**src/rtl/smva_pkg.sv**
```systemverilog
// Package with shared constants for the sample to millivolt ASCII frame unit.
`default_nettype none

package smva_pkg;

  // Field widths.
  localparam int unsigned SAMPLE_W = 8;
  localparam int unsigned GAIN_W   = 8;
  localparam int unsigned CHAR_W   = 8;

  // Width of the scaled value: the product of sample and gain, halved.
  localparam int unsigned VAL_W = SAMPLE_W + GAIN_W - 1;

  // Default number of decimal digits in a frame.
  localparam int unsigned DIGITS_DEF = 5;

  // Gain after reset.
  localparam logic [GAIN_W-1:0] GAIN_RESET = 8'd39;

  // Frame characters.
  localparam logic [CHAR_W-1:0] CHAR_FF   = 8'h0C;
  localparam logic [CHAR_W-1:0] CHAR_M    = 8'h6D;
  localparam logic [CHAR_W-1:0] CHAR_V    = 8'h56;
  localparam logic [CHAR_W-1:0] CHAR_ZERO = 8'h30;

endpackage

`default_nettype wire

```
**src/rtl/smva_dabble_cell.sv**
```systemverilog
// One shift-and-add-3 cell of the binary to BCD conversion chain.
`default_nettype none

module smva_dabble_cell
  import smva_pkg::*;
#(
  parameter int unsigned DIGITS = DIGITS_DEF
) (
  input  logic                  clk_i,
  input  logic                  rst_ni,
  input  logic                  en_i,
  input  logic                  valid_i,
  input  logic [4*DIGITS-1:0]   bcd_i,
  input  logic [VAL_W-1:0]      bits_i,
  output logic                  valid_o,
  output logic [4*DIGITS-1:0]   bcd_o,
  output logic [VAL_W-1:0]      bits_o
);

  logic                valid_q;
  logic [4*DIGITS-1:0] bcd_q, bcd_d, adj;
  logic [VAL_W-1:0]    bits_q, bits_d;

  // Correct every digit that would pass nine after doubling, then shift in the next bit.
  // The carry out of the top digit is dropped, which keeps the value modulo 10^DIGITS.
  always_comb begin
    for (int unsigned k = 0; k < DIGITS; k++) begin
      if (bcd_i[4*k +: 4] >= 4'd5) begin
        adj[4*k +: 4] = bcd_i[4*k +: 4] + 4'd3;
      end else begin
        adj[4*k +: 4] = bcd_i[4*k +: 4];
      end
    end
    bcd_d  = {adj[4*DIGITS-2:0], bits_i[VAL_W-1]};
    bits_d = {bits_i[VAL_W-2:0], 1'b0};
  end

  always_ff @(posedge clk_i or negedge rst_ni) begin
    if (!rst_ni) begin
      valid_q <= 1'b0;
    end else if (en_i) begin
      valid_q <= valid_i;
    end
  end

  always_ff @(posedge clk_i) begin
    if (en_i) begin
      bcd_q  <= bcd_d;
      bits_q <= bits_d;
    end
  end

  assign valid_o = valid_q;
  assign bcd_o   = bcd_q;
  assign bits_o  = bits_q;

endmodule

`default_nettype wire

```
**src/rtl/smva_frame_tx.sv**
```systemverilog
// Frame serializer that sends form feed, the digits, 'm' and 'V' one byte at a time.
`default_nettype none

module smva_frame_tx
  import smva_pkg::*;
#(
  parameter int unsigned DIGITS = DIGITS_DEF
) (
  input  logic                clk_i,
  input  logic                rst_ni,
  input  logic                in_valid_i,
  output logic                in_ready_o,
  input  logic [4*DIGITS-1:0] bcd_i,
  output logic                out_valid_o,
  input  logic                out_ready_i,
  output logic [CHAR_W-1:0]   char_out_o,
  output logic                last_o
);

  localparam int unsigned FRAME_LEN = DIGITS + 3;
  localparam int unsigned IDX_W     = $clog2(FRAME_LEN);

  logic                busy_q, busy_d;
  logic [IDX_W-1:0]    idx_q, idx_d;
  logic [4*DIGITS-1:0] bcd_q;
  logic                at_end, load;

  assign at_end     = (idx_q == IDX_W'(FRAME_LEN - 1));
  assign in_ready_o = !busy_q || (out_ready_i && at_end);
  assign load       = in_valid_i && in_ready_o;

  always_comb begin
    busy_d = busy_q;
    idx_d  = idx_q;
    if (load) begin
      busy_d = 1'b1;
      idx_d  = '0;
    end else if (busy_q && out_ready_i) begin
      if (at_end) begin
        busy_d = 1'b0;
        idx_d  = '0;
      end else begin
        idx_d = idx_q + IDX_W'(1);
      end
    end
  end

  always_ff @(posedge clk_i or negedge rst_ni) begin
    if (!rst_ni) begin
      busy_q <= 1'b0;
      idx_q  <= '0;
    end else begin
      busy_q <= busy_d;
      idx_q  <= idx_d;
    end
  end

  always_ff @(posedge clk_i) begin
    if (load) begin
      bcd_q <= bcd_i;
    end
  end

  // Byte select: the most significant digit goes out right after the form feed.
  always_comb begin
    char_out_o = CHAR_FF;
    for (int unsigned p = 0; p < DIGITS; p++) begin
      if (idx_q == IDX_W'(DIGITS - p)) begin
        char_out_o = CHAR_ZERO + {4'b0000, bcd_q[4*p +: 4]};
      end
    end
    if (idx_q == IDX_W'(DIGITS + 1)) begin
      char_out_o = CHAR_M;
    end
    if (at_end) begin
      char_out_o = CHAR_V;
    end
  end

  assign out_valid_o = busy_q;
  assign last_o      = at_end;

endmodule

`default_nettype wire

```
**src/rtl/sample_to_millivolt_ascii_frame_unit.sv**
```systemverilog
// Top level of the sample to millivolt ASCII frame unit.
`default_nettype none

// Channel   | Direction | Handshake                 | Payload
// ----------+-----------+---------------------------+--------------------------
// input     | in        | in_valid_i / in_ready_o   | sample_i [7:0]
// output    | out       | out_valid_o / out_ready_i | char_out_o [7:0], last_o
// config    | in        | cfg_valid_i / cfg_ready_o | cfg_gain_i [7:0]
//
// Each sample produces a frame of DIGITS + 3 bytes, one byte per cycle while out_ready_i
// is high, so the frame serializer sets the rate at which new samples are taken.
// A sample passes through one multiply stage and then a chain of VAL_W conversion
// cells, each of which handles one bit of the scaled value, before the serializer.
// The whole chain stalls together when its last cell holds a result and the serializer
// cannot take it. Reset clears all valid flags and sets the gain to 39.

module sample_to_millivolt_ascii_frame_unit
  import smva_pkg::*;
#(
  parameter int unsigned DIGITS = DIGITS_DEF
) (
  input  logic                clk_i,
  input  logic                rst_ni,
  input  logic                in_valid_i,
  output logic                in_ready_o,
  input  logic [SAMPLE_W-1:0] sample_i,
  output logic                out_valid_o,
  input  logic                out_ready_i,
  output logic [CHAR_W-1:0]   char_out_o,
  output logic                last_o,
  input  logic                cfg_valid_i,
  output logic                cfg_ready_o,
  input  logic [GAIN_W-1:0]   cfg_gain_i
);

  // Gain register. Writes must only happen while the unit is idle; the block does not enforce this and is always ready.
  logic [GAIN_W-1:0] gain_q;

  assign cfg_ready_o = 1'b1;

  always_ff @(posedge clk_i or negedge rst_ni) begin
    if (!rst_ni) begin
      gain_q <= GAIN_RESET;
    end else if (cfg_valid_i) begin
      gain_q <= cfg_gain_i;
    end
  end

  // Global advance of the conversion chain.
  logic                tx_ready;
  logic                adv;
  logic                chain_valid [VAL_W+1];
  logic [4*DIGITS-1:0] chain_bcd   [VAL_W+1];
  logic [VAL_W-1:0]    chain_bits  [VAL_W+1];

  assign adv        = !chain_valid[VAL_W] || tx_ready;
  assign in_ready_o = adv;

  // Multiply stage: the product is halved by dropping its lowest bit.
  logic                       mul_valid_q;
  logic [VAL_W-1:0]           mul_val_q;
  logic [SAMPLE_W+GAIN_W-1:0] product;

  assign product = {{GAIN_W{1'b0}}, sample_i} * {{SAMPLE_W{1'b0}}, gain_q};

  always_ff @(posedge clk_i or negedge rst_ni) begin
    if (!rst_ni) begin
      mul_valid_q <= 1'b0;
    end else if (adv) begin
      mul_valid_q <= in_valid_i;
    end
  end

  always_ff @(posedge clk_i) begin
    if (adv) begin
      mul_val_q <= product[SAMPLE_W+GAIN_W-1:1];
    end
  end

  assign chain_valid[0] = mul_valid_q;
  assign chain_bcd[0]   = '0;
  assign chain_bits[0]  = mul_val_q;

  // One cell per bit of the scaled value, most significant bit first.
  for (genvar g = 0; g < VAL_W; g++) begin : g_cell
    smva_dabble_cell #(
      .DIGITS (DIGITS)
    ) u_cell (
      .clk_i   (clk_i),
      .rst_ni  (rst_ni),
      .en_i    (adv),
      .valid_i (chain_valid[g]),
      .bcd_i   (chain_bcd[g]),
      .bits_i  (chain_bits[g]),
      .valid_o (chain_valid[g+1]),
      .bcd_o   (chain_bcd[g+1]),
      .bits_o  (chain_bits[g+1])
    );
  end

  // The serializer holds the finished digits, so a new sample can enter while a
  // frame is still being sent.
  smva_frame_tx #(
    .DIGITS (DIGITS)
  ) u_tx (
    .clk_i       (clk_i),
    .rst_ni      (rst_ni),
    .in_valid_i  (chain_valid[VAL_W]),
    .in_ready_o  (tx_ready),
    .bcd_i       (chain_bcd[VAL_W]),
    .out_valid_o (out_valid_o),
    .out_ready_i (out_ready_i),
    .char_out_o  (char_out_o),
    .last_o      (last_o)
  );

  // An accepted sample always lands in the multiply stage.
  assert property (@(posedge clk_i) disable iff (!rst_ni)
    in_valid_i && in_ready_o |=> mul_valid_q)
    else $error("accepted sample did not reach the multiply stage");

  // A finished conversion waiting on the serializer is held, not lost.
  assert property (@(posedge clk_i) disable iff (!rst_ni)
    chain_valid[VAL_W] && !tx_ready |=> chain_valid[VAL_W] && $stable(chain_bcd[VAL_W]))
    else $error("conversion result dropped during a stall");

  // The end-of-frame mark only ever sits on the 'V' byte.
  assert property (@(posedge clk_i) disable iff (!rst_ni)
    out_valid_o && last_o |-> char_out_o == CHAR_V)
    else $error("frame end marked on a byte other than V");

endmodule

`default_nettype wire

```
**config.mk**
```make
export PLATFORM = sky130hd
export DESIGN_NAME = sample_to_millivolt_ascii_frame_unit
export DESIGN_NICKNAME = d
export VERILOG_FILES = /design/src/rtl/smva_pkg.sv /design/src/rtl/smva_dabble_cell.sv /design/src/rtl/smva_frame_tx.sv /design/src/rtl/sample_to_millivolt_ascii_frame_unit.sv
export SDC_FILE = /design/constraint.sdc
export NUM_CORES = 1
export LEC_CHECK = 0
export ABC_AREA = 0
export BUFFER_PORTS_ARGS = -buffer_cell sky130_fd_sc_hd__buf_2
export CAP_MARGIN = 20
export CORE_MARGIN = 1
export CORE_UTILIZATION = 25
export CTS_CLUSTER_DIAMETER = 200
export DETAILED_ROUTE_END_ITERATION = 16
export PLACE_DENSITY = 0.37
export SYNTH_ARGS = -nofsm -noshare
export SYNTH_HDL_FRONTEND = slang
export SYNTH_HIERARCHICAL = 1
export SYNTH_SLANG_ARGS = --single-unit
```
**constraint.sdc**
```tcl
create_clock -name clk_i -period 20.4 [get_ports clk_i]
set_input_delay 4.08 -clock clk_i [delete_from_list [all_inputs] [get_ports clk_i]]
set_output_delay 4.08 -clock clk_i [all_outputs]
set_load 0.05 [all_outputs]
```
==> results of run 1 <==
-- metrics by stage --
stage | cells | worst slack [ps] | utilization [%]
floorplan | 2018 | 1220 | -
CTS | 3420 | 10960 | 29.4
global placement | 3311 | 10950 | 27.4
global route | 3420 | 10840 | 29.4
detailed placement | 3311 | 10960 | 27.4
finish | 3420 | 11020 | 29.4
-- sequential cells by signal (all words and copies together) (netlist names) --
register and flops:
g_cell.u_cell/bcd_o 300, g_cell.u_cell/bits_o 105, u_tx/bcd_q 20, g_cell.u_cell/valid_o 15
mul_val_q 15, gain_q 8, u_tx/idx_q 3, mul_valid_q 1
u_tx/out_valid_o 1
-- critical path: stages --
cell      delay, ps
buf_2           130
nand2_1          60
nand2_1         110
nand2b_4        530
buf_2           380
-- path summary, 6_finish.rpt --
kind / to / cells past startpoint
setup / recovery: in_ready_o / 5
hold / removal: g_cell[5].u_cell/bits_o[13]$_DFFE_PP_ / 0
hold reg to reg: g_cell[5].u_cell/bits_o[13]$_DFFE_PP_ / 0
min in group asynchronous: gain_q[4]$_DFFE_PN0P_ / 1
max in group asynchronous: gain_q[3]$_DFFE_PN0P_ / 1
setup reg to reg: mul_val_q[10]$_DFFE_PP_ / 15
-- metal layers --
metal  vias to the layer above  routed length [um]
met1                      6022               16000
met5                         -                   0
met3                        84                1460
li1                       6941                   -
met2                       118               18400
met4                         0                1290
-- layout make-up --
class / count / area [um2] / share of cell area (%)
Clock inverter: 32 / 290 / 1.03
Timing Repair Buffer: 34 / 205 / 0.732
Clock buffer: 77 / 1650 / 5.87
Multi-Input combinational cell: 1337 / 9630 / 34.3
Tap cell: 1265 / 1580 / 5.64
Inverter: 207 / 777 / 2.77
Sequential cell: 468 / 13900 / 49.6
-- power groups by stage --
| stage | Clock [mW] | Sequential (mW) | Combinational, mW |
|---|---|---|---|
| 2_1_floorplan | 0 | 2.35 | 1.40 |
| 3_3_place_gp | 0 | 2.20 | 1.70 |
| 3_5_place_dp | 0 | 2.21 | 1.74 |
| 4_1_cts | 1.08 | 2.19 | 1.74 |
| 5_1_grt | 1.11 | 2.26 | 1.96 |
| 6_report | 1.02 | 2.18 | 1.69 |
==> out/metrics.cfg, run 1 <==
[flow_run]
max_cap_violations=0

[routing]
antenna_left=0
firstDrtPassIters=4
wl_mm=37.1
viasPerCell=3.85
initialDrtViolationCount=477
vias=13165
detail_route.wl_per_cell_um=10.9
drc=0

[timing]
setup_viol_count_final=0
setup_tns_ps=0
tightest_slew_ps=900
period_share_pct=46.0
slew_viol_final=0
slew_headroom_pct=40.0
hold_ws_ps=367
period_minus_slack_ps=9380
fin_skew_ps=53.8
rsz0062_at_grt=false
clock.fmax_ghz=0.107
hold_viol=0

[worst_hold_path]
min-delay-start=g_cell[4].u_cell/bits_o[12]$_DFFE_PP_
holdCritPathClass=reg2reg

[floorplan]
initial_core_util_pct=25.3
rows=113
die_x_um=313
io_pins=33
core_um2=95300
die_h_um=313
die-area_um2=97700

[clocking]
clkLatencyLatePin_ps=650
cts_made_buffers=58
cts-root-buf=clkbuf_16
htreeDepth=2
clk_pin_slew_ps=60
tritoncts=built
cts_resized=0
cts_buffer_depth=3
cts_num_sinks=468
cts_setup_buffers=0
ctsHoldBuffers=0

[grt]
use_met1_pct=8.65
use_met2_pct=14.0
grtUsageMet3_pct=2.12
grt_max_degree=162
antenna_found_initial=0
grt.busiest_layer=met2
grt_pass1_vias=13391
track_usage_pct=7.83
overflow=0
grt_pass1_wl_mm=63.3

[logic_synthesis]
synthCells=1954
syn_area_um2=24100
postSynthAreaPerCell_um2=12.3
yosysWarnings=6

[final_layout]
n_fill_cell=9636
layout_common_cells=440 x edfxtp_1, 317 x nand2_1, 206 x inv_1
final_common_cell=edfxtp_1
final_area_um2=28100
layout.nets=2355
area_growth_pct=16.3
antenna_cells=0
layout-drive-gt1-share_pct=11.0

[worst_setup_path]
worstPathRequired_ps=16320
setup.worst_path.end_class=output port
r2r_slack_ps=16040
cp_max_fo=39
startpoint=out_ready_i
worst_ep_arrival_time_ps=5300
r2r-start=gain_q[4]$_DFFE_PN0P_
critPathLaunchType=primary input
critPathKind=in2out

[placement]
dp_hpwl_mm=24.8
place_congestion=0.755
placed_area_um2=26100
io_buffers=30

[power_and_ir_drop]
peakVddDrop_mv=0.0984
p_leak_nw=11.4
total_power_mw=4.90
p_per_area_nw_per_um2=175
power.switching_mw=1.71
p_int_mw=3.19
combPwrFrac_pct=34.5
swShare_pct=34.9
p_clk_share_pct=20.9
p_seq_share_pct=44.5

[run_status]
status=finished clean

Note: power is estimated with default switching activity, not from simulation.
==> run 2, diff against run 1 <==
PLACE_DENSITY = 0.36   (was 0.37)
clock period = 9.5 ns   (was 20.4 ns; I/O delays follow)
==> out/metrics.cfg, run 2 (synthesized netlist as in run 1, its figures left out) <==
[run_status]
status=finished clean

[timing]
rsz0062_at_grt=false
period_share_pct=54.9
setup_ws_ps=4280  ; -6740 ps
slew_viol_final=0  ; unchanged
setup_viol_count_final=0  ; unchanged
slew_headroom_pct=35.5  ; -4.5 points
fin_skew_ps=36.2  ; -17.7 ps
period_minus_slack_ps=5220
tightest_slew_ps=968  ; +68.1 ps
hold_viol=0  ; unchanged
clock.fmax_ghz=0.192
setup_tns_ps=0  ; unchanged

[worst_setup_path]
cp_max_fo=8  ; -79%
critPathKind=in2reg
worst_ep_arrival_time_ps=5590  ; +290 ps
worstPathRequired_ps=9870  ; -6450 ps
setup.worst_path.end_class=flip-flop
critPathLaunchType=primary input

[grt]
grt_max_degree=169  ; +4.3%
grt_pass1_wl_mm=65.9  ; +4.2%
antenna_found_initial=0  ; unchanged
grt_pass1_vias=13722  ; +2.5%
track_usage_pct=8.23  ; +0.40 points
overflow=0  ; unchanged

[routing]
drc=0  ; unchanged
wl_met3_mm=1.59  ; +8.8%
m1WireLength_mm=15.7  ; -1.8%
initialDrtViolationCount=567  ; +19%
antenna_left=0  ; unchanged
viasPerCell=3.93  ; +2.0%
top_layer=met4
wl_met2_mm=20.5  ; +12%
vias=13435  ; +2.1%
detail_route.wl_per_cell_um=11.4  ; +5.4%
firstDrtPassIters=4  ; unchanged
wl_mm=39.1  ; +5.4%

[clocking]
cts_setup_buffers=0  ; unchanged
htreeDepth=2  ; unchanged
cts-root-buf=clkbuf_16
ctsHoldBuffers=0  ; unchanged
cts_num_sinks=468  ; unchanged
clkLatencyLatePin_ps=650  ; about the same
cts_buffer_depth=3  ; unchanged
cts_made_buffers=58  ; unchanged
clk_pin_slew_ps=60  ; about the same
cts_resized=0  ; unchanged
tritoncts=built

[worst_hold_path]
holdCritPathClass=reg2reg

[final_layout]
layout_common_cells=440 x edfxtp_1, 317 x nand2_1, 206 x inv_1
layout.cells.non_filler=3421  ; +0.029%
final_common_cell=edfxtp_1
antenna_cells=0  ; unchanged
layout-drive-gt1-share_pct=10.9  ; -0.098 points
area_growth_pct=16.2
largest_register_ff_count=300  ; unchanged
layout.nets=2356  ; +0.042%

[floorplan]
die_x_um=313  ; unchanged
initial_core_util_pct=25.3  ; unchanged
rows=113  ; unchanged
die_h_um=313  ; unchanged
core_um2=95300  ; unchanged
io_pins=33  ; unchanged
die-area_um2=97700  ; unchanged

[placement]
dp_slack_ps=3630  ; -7330 ps
io_buffers=30  ; unchanged
place_congestion=0.741  ; -1.9%
dp_hpwl_mm=27.4  ; +10%
dp_cells=3312  ; +0.030%

[power_and_ir_drop]
p_leak_nw=11.4  ; -0.14%
peakVddDrop_mv=0.251  ; +150%
p_per_area_nw_per_um2=376  ; +120%
total_power_mw=10.5  ; +120%

[flow_run]
max_cap_violations=0  ; unchanged

run 2: changes by cell type in the layout (fill, tap and decap cells not counted):
cell / delta
buf_4: +2
clkinv_2: +3
clkbuf_16: -3
clkbuf_8: -6
clkinv_1: +8
clkinv_8: +2
inv_6: -1
inv_16: -2
clkbuf_1: -5
bufinv_16: +4
buf_12: -1
run 2: worst max-delay path: stages:
cell	delay, ps
buf_2	150
and2_1	170
fa_1	540
inv_1	50
fa_1	470
inv_1	50
fa_1	530
inv_1	50
fa_1	520
inv_1	40
ha_1	350
a21o_1	210
a21oi_2	160
nand2_1	100
a31oi_1	200
xnor2_1	80
run 2: stage by stage:
step	hold slack [ps]	utilization, %	instance area (um2)
2_1_floorplan	400	-	24400
3_3_place_gp	401	27.4	26100
3_5_place_dp	405	27.4	26100
4_1_cts	374	29.4	28000
5_1_grt	375	29.4	28000
6_report	386	29.4	28000
run 2: metal layers:
metal / vias to the layer above / global-route usage [%]
met1: 6262 / 8.53
met3: 87 / 2.08
met4: 0 / 3.50
met5: - / 0
met2: 143 / 15.6
li1: 6943 / -
run 2: path summary, 6_finish.rpt:
kind,from,end,slack (ps),depth (start not counted)
max,sample_i[3],mul_val_q[10]$_DFFE_PP_,4280,16
min,g_cell[8].u_cell/bits_o[11]$_DFFE_PP_,g_cell[9].u_cell/bits_o[12]$_DFFE_PP_,390,0
max reg2reg,u_tx/idx_q[0]$_DFFE_PN0P_,g_cell[12].u_cell/bcd_o[1]$_DFFE_PP_,5080,8
min reg2reg,g_cell[8].u_cell/bits_o[11]$_DFFE_PP_,g_cell[9].u_cell/bits_o[12]$_DFFE_PP_,390,0
max in group asynchronous,rst_ni,g_cell[13].u_cell/valid_o$_DFFE_PN0P_,7630,1
min in group asynchronous,rst_ni,gain_q[4]$_DFFE_PN0P_,1340,1
run 2: where the power goes:
group / switching (mW) / leakage [nW] / total [mW] / internal (mW)
sequential: 0.689 / 4.67 / 4.72 / 4.03
clock: 0.887 / 0.936 / 2.19 / 1.31
combinational: 2.13 / 5.79 / 3.63 / 1.51
run 2: final cells by class:
type | instances | area [um2]
fillers | 9684 | 67300
flip-flops and latches | 468 | 13900
multi-input cells | 1337 | 9630
well taps | 1265 | 1580
clock buffers | 63 | 1470
inverters | 207 | 777
clock inverters | 46 | 439
repair buffers | 35 | 200
